==> config.mk <==
export PLATFORM = sky130hd
export DESIGN_NAME = arp_cache_with_aging
export DESIGN_NICKNAME = d
export VERILOG_FILES = /design/src/hdl/arpc_pkg.sv /design/src/hdl/arpc_ctrl.sv /design/src/hdl/arpc_dp.sv /design/src/hdl/arp_cache_with_aging.sv
export SDC_FILE = /design/constraint.sdc
export NUM_CORES = 2
export LEC_CHECK = 0
export ABC_AREA = 1
export BUFFER_PORTS_ARGS = -buffer_cell sky130_fd_sc_hd__buf_4
export CORE_MARGIN = 10
export CORE_UTILIZATION = 35
export DETAILED_ROUTE_END_ITERATION = 12
export PLACE_DENSITY = 0.56
export SLEW_MARGIN = 10
export SYNTH_ARGS = -nofsm -noshare
export SYNTH_HDL_FRONTEND = slang
export SYNTH_HIERARCHICAL = 1
export SYNTH_SLANG_ARGS = --single-unit
==> constraint.sdc <==
create_clock -name clk -period 9.2 [get_ports clk]
set_input_delay 0.92 -clock clk [delete_from_list [all_inputs] [get_ports clk]]
set_output_delay 0.92 -clock clk [all_outputs]
set_load 0.02 [all_outputs]
==> src/hdl/arpc_pkg.sv <==
`default_nettype none
package arpc_pkg;

	localparam int ENTRIES_DEF = 16;

	localparam int OP_W   = 3;
	localparam int IP_W   = 32;
	localparam int MAC_W  = 48;
	localparam int AGE_W  = 8;
	localparam int CFG_IDX_W = 2;
	localparam int CFG_DATA_W = 48;

	localparam logic [AGE_W-1:0] MAX_AGE_RST = 8'd120;

	localparam logic [OP_W-1:0] OP_TICK   = 3'd0;
	localparam logic [OP_W-1:0] OP_IP     = 3'd1;
	localparam logic [OP_W-1:0] OP_REQ    = 3'd2;
	localparam logic [OP_W-1:0] OP_REPLY  = 3'd3;
	localparam logic [OP_W-1:0] OP_LOOKUP = 3'd4;

	localparam logic [CFG_IDX_W-1:0] REG_MAX_AGE  = 2'd0;
	localparam logic [CFG_IDX_W-1:0] REG_LOCAL_IP = 2'd1;
	localparam logic [CFG_IDX_W-1:0] REG_MASK     = 2'd2;
	localparam logic [CFG_IDX_W-1:0] REG_LOCAL_MAC = 2'd3;

	typedef struct packed {
		logic load;
		logic scan;
		logic write;
		logic out_load;
	} arpc_cmd_t;

	typedef struct packed {
		logic need_scan;
		logic need_write;
		logic scan_done;
	} arpc_status_t;

endpackage
`default_nettype wire

==> src/hdl/arpc_ctrl.sv <==
`default_nettype none
module arpc_ctrl (
	input  wire                   clk,
	input  wire                   arst_n,
	input  wire                   in_valid,
	output logic                  in_stall,
	output logic                  out_valid,
	input  wire                   out_stall,
	input  arpc_pkg::arpc_status_t st,
	output arpc_pkg::arpc_cmd_t    cmd
);
	import arpc_pkg::*;

	typedef enum logic [3:0] {
		S_IDLE   = 4'b0001,
		S_SCAN   = 4'b0010,
		S_WRITE  = 4'b0100,
		S_RESULT = 4'b1000
	} state_t;

	state_t state_q, state_d;
	logic   out_valid_q;
	logic   out_free;

	assign in_stall  = (state_q != S_IDLE);
	assign out_valid = out_valid_q;
	assign out_free  = !out_valid_q || !out_stall;

	always_comb begin
		state_d = state_q;
		cmd     = '0;
		case (state_q)
			S_IDLE: begin
				if (in_valid) begin
					cmd.load = 1'b1;
					state_d  = S_SCAN;
				end
			end
			S_SCAN: begin
				cmd.scan = st.need_scan;
				if (!st.need_scan)
					state_d = S_RESULT;
				else if (st.scan_done)
					state_d = st.need_write ? S_WRITE : S_RESULT;
			end
			S_WRITE: begin
				cmd.write = 1'b1;
				state_d   = S_RESULT;
			end
			S_RESULT: begin
				if (out_free) begin
					cmd.out_load = 1'b1;
					state_d      = S_IDLE;
				end
			end
			default: state_d = S_IDLE;
		endcase
	end

	always_ff @(posedge clk or negedge arst_n) begin
		if (!arst_n) begin
			state_q     <= S_IDLE;
			out_valid_q <= 1'b0;
		end else begin
			state_q <= state_d;
			if (cmd.out_load)
				out_valid_q <= 1'b1;
			else if (!out_stall)
				out_valid_q <= 1'b0;
		end
	end
endmodule
`default_nettype wire

==> src/hdl/arpc_dp.sv <==
`default_nettype none
module arpc_dp #(
	parameter int ENTRIES = arpc_pkg::ENTRIES_DEF
) (
	input  wire                                 clk,
	input  wire                                 arst_n,
	input  arpc_pkg::arpc_cmd_t                 cmd,
	output arpc_pkg::arpc_status_t              st,
	input  wire                                 cfg_we,
	input  wire  [arpc_pkg::CFG_IDX_W-1:0]      cfg_index,
	input  wire  [arpc_pkg::CFG_DATA_W-1:0]     cfg_data,
	input  wire  [arpc_pkg::OP_W-1:0]           op,
	input  wire  [arpc_pkg::IP_W-1:0]           sender_ip,
	input  wire  [arpc_pkg::MAC_W-1:0]          sender_mac,
	input  wire  [arpc_pkg::IP_W-1:0]           target_ip,
	output logic                                hit,
	output logic [arpc_pkg::MAC_W-1:0]          found_mac,
	output logic                                send_reply,
	output logic [arpc_pkg::IP_W-1:0]           reply_ip,
	output logic [arpc_pkg::MAC_W-1:0]          reply_mac,
	output logic                                learned
);
	import arpc_pkg::*;

	localparam int IW = (ENTRIES > 1) ? $clog2(ENTRIES) : 1;
	localparam int CW = $clog2(ENTRIES + 1);

	// configuration
	logic [AGE_W-1:0] max_age_q;
	logic [IP_W-1:0]  local_ip_q, mask_q;
	logic [MAC_W-1:0] local_mac_q;

	// item
	logic [OP_W-1:0]  op_q;
	logic [IP_W-1:0]  sip_q, tip_q, key_q;
	logic [MAC_W-1:0] smac_q;

	// table
	logic [IP_W-1:0]  addr_mem  [ENTRIES];
	logic [MAC_W-1:0] hw_mem    [ENTRIES];
	logic [AGE_W-1:0] stamp_mem [ENTRIES];
	logic [ENTRIES-1:0] valid_q;
	logic [AGE_W-1:0] now_q;

	// scan
	logic [CW-1:0]    cnt_q;
	logic             rd_vld_s1;
	logic [IW-1:0]    idx_s1;
	logic [IP_W-1:0]  addr_s1;
	logic [MAC_W-1:0] hw_s1;
	logic [AGE_W-1:0] stamp_s1;

	logic             match_q, free_q;
	logic [IW-1:0]    match_idx_q, free_idx_q, old_idx_q, pick;
	logic [AGE_W-1:0] oldest_q, age;
	logic [MAC_W-1:0] hit_mac_q;

	logic learn_ok, is_tick, is_lookup, req_ok, eval, ent_valid, ent_match;

	assign is_tick   = (op_q == OP_TICK);
	assign is_lookup = (op_q == OP_LOOKUP);
	assign learn_ok  = ((op_q == OP_IP) && sip_q != '0 &&
			((sip_q & mask_q) == (local_ip_q & mask_q))) ||
		((op_q == OP_REPLY) && local_ip_q != '0 && tip_q == local_ip_q && sip_q != '0);
	assign req_ok    = (op_q == OP_REQ) && local_ip_q != '0 && tip_q == local_ip_q;

	assign st.need_scan  = is_tick || learn_ok || (is_lookup && tip_q != '0);
	assign st.need_write = learn_ok;
	assign st.scan_done  = rd_vld_s1 && (idx_s1 == IW'(ENTRIES - 1));

	assign eval      = cmd.scan && rd_vld_s1;
	assign ent_valid = valid_q[idx_s1];
	assign ent_match = ent_valid && (addr_s1 == key_q);
	assign age       = now_q - stamp_s1;
	assign pick      = match_q ? match_idx_q : (free_q ? free_idx_q : old_idx_q);

	always_ff @(posedge clk or negedge arst_n) begin
		if (!arst_n) begin
			max_age_q   <= MAX_AGE_RST;
			local_ip_q  <= '0;
			mask_q      <= '0;
			local_mac_q <= '0;
		end else if (cfg_we) begin
			case (cfg_index)
				REG_MAX_AGE:   max_age_q   <= cfg_data[AGE_W-1:0];
				REG_LOCAL_IP:  local_ip_q  <= cfg_data[IP_W-1:0];
				REG_MASK:      mask_q      <= cfg_data[IP_W-1:0];
				REG_LOCAL_MAC: local_mac_q <= cfg_data[MAC_W-1:0];
				default: ;
			endcase
		end
	end

	always_ff @(posedge clk or negedge arst_n) begin
		if (!arst_n) begin
			valid_q   <= '0;
			now_q     <= '0;
			cnt_q     <= '0;
			rd_vld_s1 <= 1'b0;
		end else begin
			if (cmd.load) begin
				cnt_q     <= '0;
				rd_vld_s1 <= 1'b0;
				if (op == OP_TICK)
					now_q <= now_q + 1'b1;
			end else if (cmd.scan) begin
				if (cnt_q < CW'(ENTRIES)) begin
					cnt_q     <= cnt_q + 1'b1;
					rd_vld_s1 <= 1'b1;
				end else begin
					rd_vld_s1 <= 1'b0;
				end
			end
			// age out on tick
			if (eval && is_tick && ent_valid && age >= max_age_q)
				valid_q[idx_s1] <= 1'b0;
			if (cmd.write)
				valid_q[pick] <= 1'b1;
		end
	end

	// item capture, scan trackers, table read and write, result load
	always_ff @(posedge clk) begin
		if (cmd.load) begin
			op_q   <= op;
			sip_q  <= sender_ip;
			smac_q <= sender_mac;
			tip_q  <= target_ip;
			key_q  <= (op == OP_LOOKUP) ? target_ip : sender_ip;
			match_q     <= 1'b0;
			free_q      <= 1'b0;
			match_idx_q <= '0;
			free_idx_q  <= '0;
			old_idx_q   <= '0;
			oldest_q    <= '0;
			hit_mac_q   <= '0;
		end else if (eval) begin
			if (ent_match && !match_q) begin
				match_q     <= 1'b1;
				match_idx_q <= idx_s1;
				hit_mac_q   <= hw_s1;
			end
			if (!ent_valid && !free_q) begin
				free_q     <= 1'b1;
				free_idx_q <= idx_s1;
			end
			if (ent_valid && age > oldest_q) begin
				oldest_q  <= age;
				old_idx_q <= idx_s1;
			end
		end
		if (cmd.scan && cnt_q < CW'(ENTRIES)) begin
			idx_s1   <= cnt_q[IW-1:0];
			addr_s1  <= addr_mem[cnt_q[IW-1:0]];
			hw_s1    <= hw_mem[cnt_q[IW-1:0]];
			stamp_s1 <= stamp_mem[cnt_q[IW-1:0]];
		end
		if (cmd.write) begin
			addr_mem[pick]  <= sip_q;
			hw_mem[pick]    <= smac_q;
			stamp_mem[pick] <= now_q;
		end
		if (cmd.out_load) begin
			hit        <= is_lookup && match_q;
			found_mac  <= (is_lookup && match_q) ? hit_mac_q : '0;
			send_reply <= req_ok;
			reply_ip   <= req_ok ? sip_q : '0;
			reply_mac  <= req_ok ? smac_q : '0;
			learned    <= learn_ok;
		end
	end

	// local_mac is held but not driven out of this block
	logic unused_mac;
	assign unused_mac = ^local_mac_q;
endmodule
`default_nettype wire

==> src/hdl/arp_cache_with_aging.sv <==
// ARP cache with aging: IPv4-to-MAC table of ENTRIES slots.
// Input channel (in_valid/in_stall) carries op, sender_ip, sender_mac,
// target_ip; op selects tick, IP packet seen, ARP request, ARP reply or lookup.
// Output channel (out_valid/out_stall) returns exactly one result per item:
// hit/found_mac for lookups, send_reply/reply_ip/reply_mac for requests to
// the local address, learned when an entry was refreshed or written.
// Configuration: cfg_we writes cfg_data to register cfg_index
// (0 max_age, 1 local_ip, 2 subnet_mask, 3 local_mac); write only while idle.
// Timing: one item at a time. Ticks, learning and lookups with nonzero
// target_ip scan the table one entry per cycle through the registered
// memory read port, and learning adds a write after the scan; requests
// and unused ops skip the scan. The next item can be taken in the cycle
// after the previous result is loaded.
// The result register lets the next item be taken while a result waits;
// a stalled result holds, and an item finishing behind it waits for it.
// Reset clears all valid bits, the tick counter and the handshake state;
// registers return to max_age 120, all others zero.
`default_nettype none
module arp_cache_with_aging #(
	parameter int ENTRIES = arpc_pkg::ENTRIES_DEF
) (
	input  wire                             clk,
	input  wire                             arst_n,
	input  wire                             cfg_we,
	input  wire  [arpc_pkg::CFG_IDX_W-1:0]  cfg_index,
	input  wire  [arpc_pkg::CFG_DATA_W-1:0] cfg_data,
	input  wire                             in_valid,
	output logic                            in_stall,
	input  wire  [arpc_pkg::OP_W-1:0]       op,
	input  wire  [arpc_pkg::IP_W-1:0]       sender_ip,
	input  wire  [arpc_pkg::MAC_W-1:0]      sender_mac,
	input  wire  [arpc_pkg::IP_W-1:0]       target_ip,
	output logic                            out_valid,
	input  wire                             out_stall,
	output logic                            hit,
	output logic [arpc_pkg::MAC_W-1:0]      found_mac,
	output logic                            send_reply,
	output logic [arpc_pkg::IP_W-1:0]       reply_ip,
	output logic [arpc_pkg::MAC_W-1:0]      reply_mac,
	output logic                            learned
);
	import arpc_pkg::*;

	arpc_cmd_t    cmd;
	arpc_status_t st;

	// sequencer: accept, scan, write, hand the result over
	arpc_ctrl u_ctrl (
		.clk       (clk),
		.arst_n    (arst_n),
		.in_valid  (in_valid),
		.in_stall  (in_stall),
		.out_valid (out_valid),
		.out_stall (out_stall),
		.st        (st),
		.cmd       (cmd)
	);

	// table, registers and result register
	arpc_dp #(.ENTRIES(ENTRIES)) u_dp (
		.clk        (clk),
		.arst_n     (arst_n),
		.cmd        (cmd),
		.st         (st),
		.cfg_we     (cfg_we),
		.cfg_index  (cfg_index),
		.cfg_data   (cfg_data),
		.op         (op),
		.sender_ip  (sender_ip),
		.sender_mac (sender_mac),
		.target_ip  (target_ip),
		.hit        (hit),
		.found_mac  (found_mac),
		.send_reply (send_reply),
		.reply_ip   (reply_ip),
		.reply_mac  (reply_mac),
		.learned    (learned)
	);
endmodule
`default_nettype wire

==> run summary <==
Status: finished clean
Iter 0 DRT Violations: 4550
PwrDens: 258.6 nW/um2
Post-Syn Instances: 5901
Final setup violating endpoints: 0
Setup WS pre-CTS: 3.979 ns
Most used DFF post-synth: edfxtp_1
Initial antenna violation count: 8
Die area: 240600 um2
Vias per Instance: 5.140
Number of global-route vias before repair: 46410
Crit path time final: 5.285 ns
Hold Vio Cnt, Final: 0
Pleak: 30.85 nW
Pwr Total: 0.02312 W
DIE HEIGHT: 490.5 um
Clock Sink Count: 1955
NumNets Final: 6322
Total track usage: 0.1663
Top cells by area, synth: edfxtp_1, nor2_1, dfrtp_1
Largest net degree at the start of global routing: 214
Worst path required time: 9.87 ns
Final period util: 0.5744
Reg2Reg Setup Slack: 3.92 ns
Grt ovf: 0
Hold buffer count at CTS: 0
Top cell type's share of synthesized area: 0.6891
CTS tree: done
Commonest cells in the netlist: edfxtp_1, nor2_1, nand2_1, o21ai_0, inv_1
Mean routed wirelength per cell: 22.52 um
Min-Delay Path Class: input pin to async pin
Final WS setup: 3.915 ns
Post-Route WL: 208.6 mm
Number of buffers created by CTS: 203
ANT nets after route: 0
Die width: 490.5 um
Routability cong.: 0.8402
IO buf count: 286
Worst-case reg-to-reg path depth: 21
Seq/Total Area, Yosys: 0.7418
Reg-to-Reg Start: u_dp/sip_q[14]
Yosys cell types: 51
Worst Clk Skew: 0.06580 ns
Worst setup SP type: flip-flop
Syn avg cell area: 13.13 um2
CTS resizes: 0
H-Tree Depth: 4
Clock slew at the register clock pins of the worst setup and hold paths: 0.06 ns
Ys Warns: 6
I/O pin count: 303
EDFF count, synth: 1778
RSZ-0062 raised after global routing: false
Max-cap violations: 0
FFs w/ async S/R, synth: 0.05473
Fin. max-slew vios: 0
CP max FO: 78
Post-route DRC: 0
Worst-Skew Late Latency: 0.84 ns
Rel. slew slack: 0.2191
Peak VDD IR: 243.3 uV
Root Driver: clkbuf_16
Core Rows: 172
Worst-margin pin slew: 1.171 ns
FMAX: 189.2 MHz
Top-count cell post-synth: edfxtp_1
Layout cells sized above 1: 0.1260
Clk buf depth: 3
Global-route wire length before repair: 307.5 mm
Cell Area, Synth: 77480 um2
Post-synth top area cell: edfxtp_1
Setup TNS: 0 ns
Layout Area Growth over Synthesis: 15.41%
Flops & latches, synth: 1955
Core area: 219900 um2
CP arrival: 5.95 ns
Nature of the critical path endpoint: flip-flop
Syn Nets: 6097
Via count: 47610
Critical path type: flip-flop to flip-flop
Terminus of the critical flop-to-flop path: u_dp/cnt_q[3]
Hold WS: 0.1277 ns
Hpwl dp: 110.8 mm
Total setup buffers inserted after CTS: 0
Initial DRT Pass Iterations: 5
Initial Utilization: 0.3523
## worst max-delay path, cell delays in order, from the launching register on
cell and delay [ns]:
edfxtp_1 0.65, inv_1 0.19, nand2_1 0.07, nand3_1 0.27, o21ai_0 0.27, nor2_1 0.17, nand2_1 0.07, nor2_1 0.08
nand3_1 0.06, nand2_1 0.07, nand2_1 0.20, nand2_1 0.19, inv_1 0.07, nor2_1 0.44, inv_1 0.18, nor2_4 0.74
buf_12 0.59, inv_1 0.18, nor2_1 0.17, nand3_1 0.11, o21ai_0 0.20, a21oi_1 0.06
## final cells by class
cell class	instances	area, um2
Multi-Input combinational cell	3240	17170
Timing Repair Buffer	352	2743
Fill cell	20520	130500
Tap cell	2958	3701
Clock buffer	250	5379
Sequential cell	1955	57490
Inverter	374	1456
Clock inverter	132	1480
Antenna cell	3	7.507
## layout by cell type (no fill, tap or decap), types with 7 or more instances in the layout
cell type	instances
buf_12	8
clkinvlp_4	7
a21oi_1	27
a21oi_2	50
clkbuf_16	205
inv_4	18
dfxtp_1	70
clkinv_2	32
nor2_4	8
o22ai_1	31
dfrtp_1	99
nor3_1	8
clkbuf_8	8
ha_1	25
o221ai_1	114
o32ai_1	176
nor2_1	1068
o21ai_0	465
o21bai_1	9
nand4_1	43
o211ai_1	65
nand3_1	286
edfxtp_1	1778
bufinv_16	26
clkinv_1	51
a21boi_0	14
buf_4	344
nand2_1	593
inv_1	346
mux2i_1	145
xnor2_1	33
xor2_1	11
mux2_2	32
clkbuf_1	37
inv_2	8
## state kept, by name, summed over array words and instances (netlist names), 48 cells and up
name            cells
u_dp/smac_q        48
u_dp/hw_mem       768
u_dp/hit_mac_q     48
u_dp/hw_s1         48
u_dp/reply_mac     48
u_dp/found_mac     48
u_dp/addr_mem     512
u_dp/stamp_mem    128
## kinds of logic (layout without fill, tap and decap cells)
group | Yosys count | after routing | synth area share
AOI/OAI and AO/OA | 959 | 959 | 0.08195
xor gates and xnor gates | 44 | 44 | 0.004974
adders and majority gates | 26 | 26 | 0.004296
buffers and inverters | 706 | 1108 | 0.03722
DFF | 1955 | 1955 | 0.7418
muxes | 177 | 177 | 0.02338
other | 0 | 3 | 0
and+or+nand+nor | 2034 | 2034 | 0.1064
## how the worst max path moves through the flow
stage / start / end / slack, ns / cells past startpoint
6_report: u_dp/sip_q[14] / u_dp/cnt_q[3] / 3.92 / 21
4_1_cts: u_dp/sip_q[14] / u_dp/cnt_q[3] / 3.95 / 21
2_1_floorplan: in_valid / u_dp/now_q[7] / 0.70 / 10
3_3_place_gp: u_dp/sip_q[14] / u_dp/cnt_q[3] / 4.10 / 21
3_5_place_dp: u_dp/sip_q[14] / u_dp/cnt_q[3] / 3.98 / 21
5_1_grt: u_dp/sip_q[14] / u_dp/cnt_q[3] / 3.55 / 21
## per-layer routing
metal / up-vias / GRT usage / share of wire
met1: 24010 / 0.2323 / 0.45
met4: 4 / 0.04144 / 0.022
li1: 21790 / - / -
met3: 328 / 0.02694 / 0.059
met5: - / 0 / 0.00012
met2: 1480 / 0.2705 / 0.47
## power breakdown
part	switching (W)	leakage [nW]	internal, W	total (W)
logic	0.00245	9.42	0.00124	0.00370
clock network	0.00349	3.33	0.00490	0.00838
registers	0.000646	18.1	0.0104	0.0110
total	0.00659	30.9	0.0165	0.0231
## through the flow
| step | utilization | instances | instance area (um2) |
|---|---|---|---|
| floorplan | - | 5901 | 77480 |
| global placement | 0.3753 | 8879 | 82550 |
| detailed placement | 0.3753 | 8879 | 82550 |
| CTS | 0.4065 | 9261 | 89410 |
| global route | 0.4065 | 9262 | 89410 |
| finish | 0.4066 | 9264 | 89420 |
No activity file was read; power rests on OpenSTA's default activity.
